==> src/sv/dqpc_pkg.sv <==
// Shared types and constants for the dual quadrature position counter.
package dqpc_pkg;

	localparam int COUNT_W     = 32;
	localparam int LEVELS_W    = 4;
	localparam int KIND_W      = 2;
	localparam int IN_TDATA_W  = 8;
	localparam int OUT_TDATA_W = 136;

	typedef enum logic [KIND_W-1:0] {
		KIND_SAMPLE = 2'd0,
		KIND_DELTA  = 2'd1,
		KIND_CLEAR  = 2'd2
	} kind_t;

	// levels: bit 0 left A, bit 1 left B, bit 2 right A, bit 3 right B
	typedef struct packed {
		logic [KIND_W-1:0]   kind;
		logic [LEVELS_W-1:0] levels;
	} item_t;

	typedef struct packed {
		logic                       right_glitch;
		logic                       left_glitch;
		logic signed [COUNT_W-1:0]  right_delta;
		logic signed [COUNT_W-1:0]  left_delta;
		logic signed [COUNT_W-1:0]  right_position;
		logic signed [COUNT_W-1:0]  left_position;
	} result_t;

	// direction of one encoder's step, as seen from the left side
	typedef struct packed {
		logic up;
		logic down;
		logic glitch;
	} step_t;

endpackage

==> src/sv/dqpc_quad_step.sv <==
// x4 quadrature step decode for one encoder.
module dqpc_quad_step (
	input  logic               prev_a,
	input  logic               prev_b,
	input  logic               now_a,
	input  logic               now_b,
	output dqpc_pkg::step_t    step
);

	logic a_chg;
	logic b_chg;

	assign a_chg = prev_a ^ now_a;
	assign b_chg = prev_b ^ now_b;

	always_comb begin
		step = '0;
		if (a_chg && b_chg) begin
			step.glitch = 1'b1;
		end else if (a_chg) begin
			step.up   = now_a ^ now_b;
			step.down = ~(now_a ^ now_b);
		end else if (b_chg) begin
			step.up   = ~(now_a ^ now_b);
			step.down = now_a ^ now_b;
		end
	end

endmodule

==> src/sv/dqpc_counter.sv <==
// Position, snapshot and level state; computes the result of one word.
module dqpc_counter (
	input  logic              clk,
	input  logic              arst_n,
	input  logic              en,
	input  dqpc_pkg::item_t   item,
	output dqpc_pkg::result_t result
);

	logic [dqpc_pkg::COUNT_W-1:0]  left_count_q;
	logic [dqpc_pkg::COUNT_W-1:0]  right_count_q;
	logic [dqpc_pkg::COUNT_W-1:0]  left_snap_q;
	logic [dqpc_pkg::COUNT_W-1:0]  right_snap_q;
	logic [dqpc_pkg::LEVELS_W-1:0] levels_q;
	logic                          primed_q;

	logic [dqpc_pkg::COUNT_W-1:0]  left_next;
	logic [dqpc_pkg::COUNT_W-1:0]  right_next;
	logic [dqpc_pkg::COUNT_W-1:0]  left_snap_next;
	logic [dqpc_pkg::COUNT_W-1:0]  right_snap_next;
	logic [dqpc_pkg::LEVELS_W-1:0] levels_next;
	logic                          primed_next;

	dqpc_pkg::step_t left_step;
	dqpc_pkg::step_t right_step;

	dqpc_quad_step u_left (
		.prev_a (levels_q[0]),
		.prev_b (levels_q[1]),
		.now_a  (item.levels[0]),
		.now_b  (item.levels[1]),
		.step   (left_step)
	);

	dqpc_quad_step u_right (
		.prev_a (levels_q[2]),
		.prev_b (levels_q[3]),
		.now_a  (item.levels[2]),
		.now_b  (item.levels[3]),
		.step   (right_step)
	);

	always_comb begin
		left_next       = left_count_q;
		right_next      = right_count_q;
		left_snap_next  = left_snap_q;
		right_snap_next = right_snap_q;
		levels_next     = levels_q;
		primed_next     = primed_q;
		result          = '0;
		unique case (dqpc_pkg::kind_t'(item.kind))
			dqpc_pkg::KIND_SAMPLE: begin
				if (primed_q) begin
					// right encoder counts opposite to the left
					if (left_step.up) begin
						left_next = left_count_q + 1'b1;
					end else if (left_step.down) begin
						left_next = left_count_q - 1'b1;
					end
					if (right_step.up) begin
						right_next = right_count_q - 1'b1;
					end else if (right_step.down) begin
						right_next = right_count_q + 1'b1;
					end
					result.left_glitch  = left_step.glitch;
					result.right_glitch = right_step.glitch;
				end
				levels_next = item.levels;
				primed_next = 1'b1;
			end
			dqpc_pkg::KIND_DELTA: begin
				result.left_delta  = left_count_q - left_snap_q;
				result.right_delta = right_count_q - right_snap_q;
				left_snap_next     = left_count_q;
				right_snap_next    = right_count_q;
			end
			dqpc_pkg::KIND_CLEAR: begin
				left_next       = '0;
				right_next      = '0;
				left_snap_next  = '0;
				right_snap_next = '0;
				levels_next     = '0;
				primed_next     = 1'b0;
			end
			default: begin
			end
		endcase
		result.left_position  = left_next;
		result.right_position = right_next;
	end

	always_ff @(posedge clk or negedge arst_n) begin
		if (!arst_n) begin
			left_count_q  <= '0;
			right_count_q <= '0;
			left_snap_q   <= '0;
			right_snap_q  <= '0;
			levels_q      <= '0;
			primed_q      <= 1'b0;
		end else if (en) begin
			left_count_q  <= left_next;
			right_count_q <= right_next;
			left_snap_q   <= left_snap_next;
			right_snap_q  <= right_snap_next;
			levels_q      <= levels_next;
			primed_q      <= primed_next;
		end
	end

endmodule

==> src/sv/dual_quadrature_position_counter.sv <==
// Top level of the dual x4 quadrature position counter.
// Takes one word per clock while s_tready is high and returns one result word
// per input word. The input register feeds the decode and count update, which
// loads the result register in the cycle the word leaves the input register,
// and m_tdata shows the result register. Count state updates once per word, so
// a word sees the effect of the one before it with no gap. s_tready drops only
// while both registers hold a word and m_tready is low, and it depends on
// m_tready combinationally; with m_tready held high the block sustains one word
// per cycle. No clearing pass after reset.
module dual_quadrature_position_counter (
	input  logic                                clk,
	input  logic                                arst_n,
	input  logic                                s_tvalid,
	output logic                                s_tready,
	// [0] left_a, [1] left_b, [2] right_a, [3] right_b, [7:4] zero
	input  logic [dqpc_pkg::IN_TDATA_W-1:0]     s_tdata,
	// [1:0] kind
	input  logic [dqpc_pkg::KIND_W-1:0]         s_tuser,
	output logic                                m_tvalid,
	input  logic                                m_tready,
	// [31:0] left_position, [63:32] right_position, [95:64] left_delta,
	// [127:96] right_delta, [128] left_glitch, [129] right_glitch, [135:130] zero
	output logic [dqpc_pkg::OUT_TDATA_W-1:0]    m_tdata
);

	localparam int PAD_W = dqpc_pkg::OUT_TDATA_W - $bits(dqpc_pkg::result_t);

	dqpc_pkg::item_t   item_s1;
	logic              valid_s1;
	dqpc_pkg::result_t result;
	dqpc_pkg::result_t result_q;
	logic              out_valid_q;
	logic              advance;

	assign advance  = valid_s1 && (!out_valid_q || m_tready);
	assign s_tready = !valid_s1 || advance;

	always_ff @(posedge clk or negedge arst_n) begin
		if (!arst_n) begin
			valid_s1    <= 1'b0;
			out_valid_q <= 1'b0;
		end else begin
			if (s_tready) begin
				valid_s1 <= s_tvalid;
			end
			if (advance) begin
				out_valid_q <= 1'b1;
			end else if (m_tready) begin
				out_valid_q <= 1'b0;
			end
		end
	end

	always_ff @(posedge clk) begin
		if (s_tready && s_tvalid) begin
			item_s1.kind   <= s_tuser;
			item_s1.levels <= s_tdata[dqpc_pkg::LEVELS_W-1:0];
		end
		if (advance) begin
			result_q <= result;
		end
	end

	dqpc_counter u_counter (
		.clk    (clk),
		.arst_n (arst_n),
		.en     (advance),
		.item   (item_s1),
		.result (result)
	);

	assign m_tvalid = out_valid_q;
	assign m_tdata  = {{PAD_W{1'b0}}, result_q};

endmodule
==> config.mk <==
export PLATFORM = sky130hd
export DESIGN_NAME = dual_quadrature_position_counter
export DESIGN_NICKNAME = d
export VERILOG_FILES = /design/src/sv/dqpc_pkg.sv /design/src/sv/dqpc_quad_step.sv /design/src/sv/dqpc_counter.sv /design/src/sv/dual_quadrature_position_counter.sv
export SDC_FILE = /design/constraint.sdc
export NUM_CORES = 1
export LEC_CHECK = 0
export ABC_CLOCK_PERIOD_IN_PS = 6350
export BUFFER_PORTS_ARGS = -buffer_cell sky130_fd_sc_hd__buf_2
export CAP_MARGIN = 20
export CORE_ASPECT_RATIO = 1.25
export CORE_MARGIN = 3
export CORE_UTILIZATION = 55
export DETAILED_ROUTE_END_ITERATION = 8
export PLACE_DENSITY = 0.75
export SYNTH_ARGS = -nofsm -noshare
export SYNTH_HDL_FRONTEND = slang
export SYNTH_SLANG_ARGS = --single-unit
==> constraint.sdc <==
create_clock -name clk -period 6.35 [get_ports clk]
set_input_delay 0.635 -clock clk [delete_from_list [all_inputs] [get_ports clk]]
set_output_delay 0.635 -clock clk [all_outputs]
set_load 0.01 [all_outputs]
==> results of run 1 <==
## sequential cells by signal, indices dropped and copies added, names as in the netlist
register	flops
u_counter.left_snap_q	32
m_tvalid	1
u_counter.levels_q	4
m_tdata	130
item_s1	6
u_counter.left_count_q	32
valid_s1	1
u_counter.right_count_q	32
u_counter.right_snap_q	32
u_counter.primed_q	1
## cells in the mapped netlist, types with 7 or more instances
| cell | count | area share [%] |
|---|---|---|
| o21ai_0 | 179 | 5.4 |
| or4_1 | 8 | 0.36 |
| or3_1 | 16 | 0.60 |
| nor2b_1 | 19 | 0.72 |
| a31oi_1 | 20 | 0.75 |
| and3_1 | 15 | 0.57 |
| buf_1 | 11 | 0.25 |
| mux2_2 | 8 | 0.54 |
| clkbuf_1 | 85 | 1.9 |
| nand3_1 | 45 | 1.4 |
| mux2i_1 | 34 | 2.1 |
| inv_1 | 93 | 2.1 |
| nor2_1 | 108 | 2.4 |
| o31ai_1 | 41 | 1.9 |
| nor3_1 | 51 | 1.5 |
| xor2_1 | 13 | 0.69 |
| xnor2_1 | 21 | 1.1 |
| a211oi_1 | 12 | 0.54 |
| buf_2 | 15 | 0.45 |
| a21oi_1 | 72 | 2.2 |
| nand4_1 | 29 | 1.1 |
| ha_1 | 69 | 5.2 |
| nor4_1 | 23 | 0.87 |
| edfxtp_1 | 136 | 25 |
| o211ai_1 | 15 | 0.68 |
| nand2_1 | 287 | 6.5 |
| dfrtp_1 | 135 | 20 |
| o21a_1 | 11 | 0.50 |
| and2_1 | 18 | 0.68 |
| a21o_1 | 39 | 1.8 |
| or2_2 | 13 | 0.49 |
| a21boi_0 | 7 | 0.32 |
| nor3b_1 | 7 | 0.32 |
| nand2b_1 | 69 | 2.6 |
## layout make-up
cell class / count / share of cell area (%)
Timing Repair Buffer: 154 / 4.44
Clock inverter: 10 / 0.380
Clock buffer: 42 / 5.02
Multi-Input combinational cell: 1364 / 45.0
Inverter: 95 / 1.96
Tap cell: 396 / 2.69
Sequential cell: 271 / 40.5
## where the power goes
group	internal, mW	switching (mW)	total [mW]
registers	2.44	0.546	2.99
clock network	1.02	0.702	1.72
logic	2.42	3.26	5.68
total	5.88	4.51	10.4
## worst register-to-register path: stages (launching register included)
cell and delay [ps]:
edfxtp_1 390, inv_1 90, ha_1 480, nand2_1 570
a21oi_1 580, o2111ai_1 380, nor3_1 450, nor2_1 90
mux2_2 270
## logic make-up (layout without fill, tap and decap cells)
logic type      count (synthesis)  in the layout
buf+inv                       213            301
other cells                     1              6
xor+xnor                       35             35
simple gates                  740            740
fa+ha+maj                      71             71
compound gates                470            470
flops                         271            271
mux                            42             42
## metrics by stage
stage	cell area, µm²	utilization, %	worst slack (ps)	power [mW]
after detailed placement	17400	59.0	2830	8.60
after global placement	17400	59.0	2960	8.49
after global routing	18400	62.4	2480	11.2
final	18400	62.4	2780	10.4
after CTS	18400	62.4	2820	10.4
after floorplan	16600	-	859	7.25
## worst paths after layout
check                                               to                startpoint  cells past startpoint  slack [ps]
max in group asynchronous   u_counter.left_count_q[21]                    arst_n                      2        4730
setup / recovery                           m_tdata[60]                item_s1[4]                      8        2780
setup reg to reg                           m_tdata[60]                item_s1[4]                      8        2780
min in group clk                            item_s1[4]                s_tuser[0]                      1         240
hold reg to reg               u_counter.left_snap_q[4]  u_counter.left_snap_q[4]                      2         480
hold / removal             u_counter.right_count_q[26]                    arst_n                      1         150
## routing by layer
metal	track usage [%]	routed length, µm
met4	6.63	845
met3	2.68	2690
met2	36.4	17000
met5	0	0
met1	38.2	19600
==> run metrics, run 1 <==
status finished clean; CP delay by family, top simple AND/OR/NAND/NOR gates; share of cells above drive strength 1 12.6%; clock buffer depth 3; most frequent cells in the layout nand2_1 (285), o21ai_0 (179), buf_2 (140), edfxtp_1 (136), dfrtp_1 (135); flops & latches, synth 271; worst-skew pair later-pin latency 570 ps; initial antenna violation count 0; clk slew on worst S/H paths 60 ps; total CTS buffers 28; die height 200 µm; Least-Margin Pin Slew 960 ps; setup bufs post-CTS 0; DRT Pass-1 Iters 5; FF+latch area 7460 µm²; worst-path cell chain inv_1 -> ha_1 -> nand2_1 -> a21oi_1 -> o2111ai_1 -> nor3_1 -> nor2_1 -> mux2_2; via/cell ratio 5.90; largest net degree at the start of global routing 129; CTS tree built; CP arrival 3880 ps; non-filler cells, final 2332; max-slew violation count 0; average cell area after synthesis 8.99 µm²; placed cells 2279; worst rel slew slack 36.0%; Buf/Inv on CP 1; CP Capture Type flop; Iteration-0 DRC Markers 1118; Worst VDD drop 0.290 mV; Total Routed Length 40.2 mm; post-CTS sizing 0; Final setup viols 0; nets 1999; setup tns final 0 ps; Post-Syn Area 16600 µm²; fin crit period 3570 ps; routed via count 13800; Die W 161 µm; DIE AREA 32300 µm²; crit-path max FO 17; hold buffers post-CTS 0; Placer Congestion 0.922; # port buffers 141; number of flops mapped to enable cells by yosys 136; DRC Markers 0; yosys warns 0; clk root buf clkbuf_16; Final Hold Viols 0; Worst Skew 22.3 ps; asr flop ratio synth 49.8%; mux contribution to synthesized area 2.60%; hold slack 152 ps; Tightest Hold Check Type input port to async pin; Initial Util 56.2%; vias in the first global route 12600; PwrDens 564 nW/µm²; first-pass GRT wire length 64.9 mm; I/O pin count 152; filler instances 2523; overall global routing resource usage 24.4%; Max Cap Viol 0; Core ar. 29500 µm²; clock tree sinks 271; Slowest-stage cell, CP a21oi_1; Syn Inst Count 1843; Antenna Nets Post-Route 0; row count 70; commonest non-fill, non-tap cell in the layout nand2_1; Area Overhead vs Synth 11.2%; GRT overflow 0; Worst Path Required 6650 ps; DR WL/cell 17.2 µm; Netlist cell types 85; adder-cell share of the synthesized area 5.45%; Setup Crit Path Kind flop to flop; largest family of logic cells by synthesized area simple AND/OR/NAND/NOR gates; Fmax 280 MHz; XOR/XNOR Fraction of Synth Area 1.89%; Synth Area in Simple Gates 22.1%; multi-input logic area 8300 µm²; share of the clock period used by the worst path 56.3%; LEAKAGE 7.68 nW; ys flop type edfxtp_1; Seq/Total Area, Yosys 45.0%; CP max stage delay 580 ps; Ant. Diodes 0; H-tree depth 1; CP Launch Type flop; post-detail-place hpwl 28.7 mm; RSZ-0062 raised after global routing no; post-synthesis compound-gate area fraction 17.8%
No activity file was read; power rests on OpenSTA's default activity.
==> inputs of run 2 (changes only) <==
--- a/config.mk
+++ b/config.mk
@@ -5,7 +5,8 @@
 export SDC_FILE = /design/constraint.sdc
 export NUM_CORES = 1
 export LEC_CHECK = 0
-export ABC_CLOCK_PERIOD_IN_PS = 6350
+export ABC_AREA = 1
+export ABC_CLOCK_PERIOD_IN_PS = 3400
 export BUFFER_PORTS_ARGS = -buffer_cell sky130_fd_sc_hd__buf_2
 export CAP_MARGIN = 20
 export CORE_ASPECT_RATIO = 1.25
==> constraint.sdc (replaced) <==
create_clock -name clk -period 3.4 [get_ports clk]
set_input_delay 0.34 -clock clk [delete_from_list [all_inputs] [get_ports clk]]
set_output_delay 0.34 -clock clk [all_outputs]
set_load 0.01 [all_outputs]
==> run metrics, run 2 <==
status finished clean; grt peak-use layer met2; number of flops mapped to enable cells by yosys 136 (unchanged); clock tree sinks 271 (unchanged); worst-path cell chain inv_1 -> ha_1 -> fa_1 -> o21ai_0 -> buf_4 -> inv_1 -> o21ai_0 -> buf_4 -> nand2_1 -> nand2_1 -> nand4_1 -> a21oi_1 -> nor2_1; DRC Markers 0 (unchanged); Core ar. 30300 µm² (+2.6%); clk slew on worst S/H paths 60 ps (about the same); top-count cell post-synth nand2_1; H-tree depth 1 (unchanged); Syn Inst Count 2266 (+23%); met2 Track Usage GR 44.1% (+7.7 points); hold_sp m_tready; clock buffer depth 3 (unchanged); die height 203 µm (+1.3%); vias in the first global route 14900 (+18%); Fmax 355 MHz (+27%); Slowest-stage cell, CP fa_1; Final setup viols 0 (unchanged); commonest non-fill, non-tap cell in the layout nand2_1; first-pass GRT wire length 75.5 mm (+16%); clk root buf clkbuf_16; CP Capture Type flop; CP Launch Type flop; Netlist cell types 48 (-44%); via/cell ratio 5.62 (-4.8%); crit-path max FO 6 (-11); max-slew violation count 0 (unchanged); worst-skew pair later-pin latency 570 ps (about the same); DRT Pass-1 Iters 7 (+2); grt met1 use 41.2% (+3.0 points); Synth area leader edfxtp_1; asr flop ratio synth 49.8% (unchanged); max FFs per register 130 (unchanged); Antenna Nets Post-Route 0 (unchanged); # port buffers 141 (unchanged); Die W 163 µm (+1.3%); total CTS buffers 28 (unchanged); Seq/Total Area, Yosys 43.8% (-1.2 points); Placer Congestion 0.906 (-1.7%); routed via count 15800 (+15%); Total Routed Length 46.4 mm (+15%); Max Cap Viol 0 (unchanged); DIE AREA 33100 µm² (+2.7%); CP max stage delay 470 ps (-110 ps); worst r2r src u_counter.left_count_q[0]; share of cells above drive strength 1 10.7% (-1.8 points); Least-Margin Pin Slew 793 ps (-168 ps); row count 71 (+1.4%); flops & latches, synth 271 (unchanged); largest net degree at the start of global routing 69 (-47%); Worst Skew 14.9 ps (-7.44 ps); yosys warns 0 (unchanged); DR WL/cell 16.5 µm (-4.4%); top cells by area, synth edfxtp_1 (24%), dfrtp_1 (20%), nand2_1 (12%); Ant. Diodes 0 (unchanged); fin crit period 2810 ps (-758 ps); Tightest Hold Check Type input port to flop; RSZ-0062 raised after global routing no; Setup Crit Path Kind flop to flop; CP arrival 3130 ps (-750 ps); Initial Util 56.2% (+0.067 points); average cell area after synthesis 7.52 µm² (-16%); Worst Path Required 3720 ps (-2930 ps); commonest cells in the netlist nand2_1 (523), inv_1 (265), o21ai_0 (255), nand3_1 (217), nor2_1 (204); worst rel slew slack 47.2% (+11 points); share of the clock period used by the worst path 82.8% (+27 points); nets 2476 (+24%); GRT overflow 0 (unchanged); most frequent cells in the layout nand2_1 (522), inv_1 (264), o21ai_0 (255), nand3_1 (217), nor2_1 (202); CP startpoint u_counter.left_count_q[0]; Area Overhead vs Synth 13.4%; Final Hold Viols 0 (unchanged); initial antenna violation count 0 (unchanged); setup tns final 0 ps (unchanged); Iteration-0 DRC Markers 1368 (+22%); ys flop type edfxtp_1; GR Util met3 3.84% (+1.2 points); post-synth top area share 24.0% (-0.66 points); CTS tree built; overall global routing resource usage 28.1% (+3.6 points); Post-Syn Area 17000 µm² (+2.8%); post-detail-place hpwl 34.0 mm (+19%); I/O pin count 152 (unchanged)
==> run 2: changes by cell type in the layout (fill, tap and decap cells not counted), sizes merged, moves of 20 or more <==
cell,delta
nand2,+243
inv,+175
nand3,+175
o21ai,+107
nor2,+100
a21oi,+86
nand2b,-69
o31ai,-40
mux2i,-34
a21o,-31
nor3,-25
nor4,-21
buf,+20
==> run 2: per-stage QoR <==
stage | cells | cell area, µm² | hold WS, ps | setup slack, ps | utilization (%)
2_1_floorplan | 2271 | 17100 | 44.4 | 611 | -
3_3_place_gp | 2754 | 18200 | 381 | 639 | 60.0
3_5_place_dp | 2754 | 18200 | 377 | 606 | 60.0
4_1_cts | 2814 | 19300 | 51.6 | 596 | 63.7
5_1_grt | 2814 | 19300 | 102 | 301 | 63.7
6_report | 2814 | 19300 | 84.9 | 585 | 63.7
==> run 2: path summary, 6_finish.rpt <==
| kind | to | slack, ps | cells after the start |
|---|---|---|---|
| setup / recovery | m_tdata[92] | 590 | 13 |
| hold / removal | m_tvalid | 80 | 4 |
| setup reg to reg | m_tdata[92] | 590 | 13 |
| hold reg to reg | u_counter.left_snap_q[31] | 530 | 2 |
| max in group asynchronous | u_counter.left_snap_q[2] | 2230 | 3 |
| min in group asynchronous | u_counter.right_snap_q[29] | 330 | 2 |
==> run 2: worst max-delay path: cells and delay by family, from the launching register on <==
kind | cells | cell delay, ps
compound gates | 3 | 560
flops | 1 | 420
simple gates | 4 | 340
fa+ha+maj | 2 | 710
buf+inv | 4 | 540
==> run 2: area by class of cell <==
cell class                 instances  area [µm²]
clock buffer                      39         836
inverter                         271        1020
sequential                       271        7460
tap                              401         502
timing repair buffer             182        1100
clock inverter                    13         221
multi-input combinational       1637        8170
fill                            2701       11000
==> run 2: cell families after synthesis <==
kind of cell,count (synthesis),share of synthesized area (%)
AND/OR/NAND/NOR,1050,26.3
XOR/XNOR,10,0.514
other,1,0.0220
buffers and inverters,363,8.43
adder cells (fa/ha/maj),71,5.30
AO/OA/AOI/OAI,500,15.7
flip-flops,271,43.8
==> run 2: repair_timing <==
action / 4_1_cts / 5_1_grt
gates resized for setup: 0 / 0
hold buffers: 8 / 0
setup buffers: 0 / 0
hold endpoints to repair: 69 / 0
==> run 2: routing by layer <==
metal,part of all wire [%],wire (µm),vias to the layer above
met5,0,0,-
met4,2.2,1030,0
met3,7.1,3310,81
met2,45,20800,584
met1,46,21200,7300
li1,-,-,7837
Power of run 2 is not shown: default switching activity piles up to over one toggle a cycle in this logic, so the estimate is an artifact.
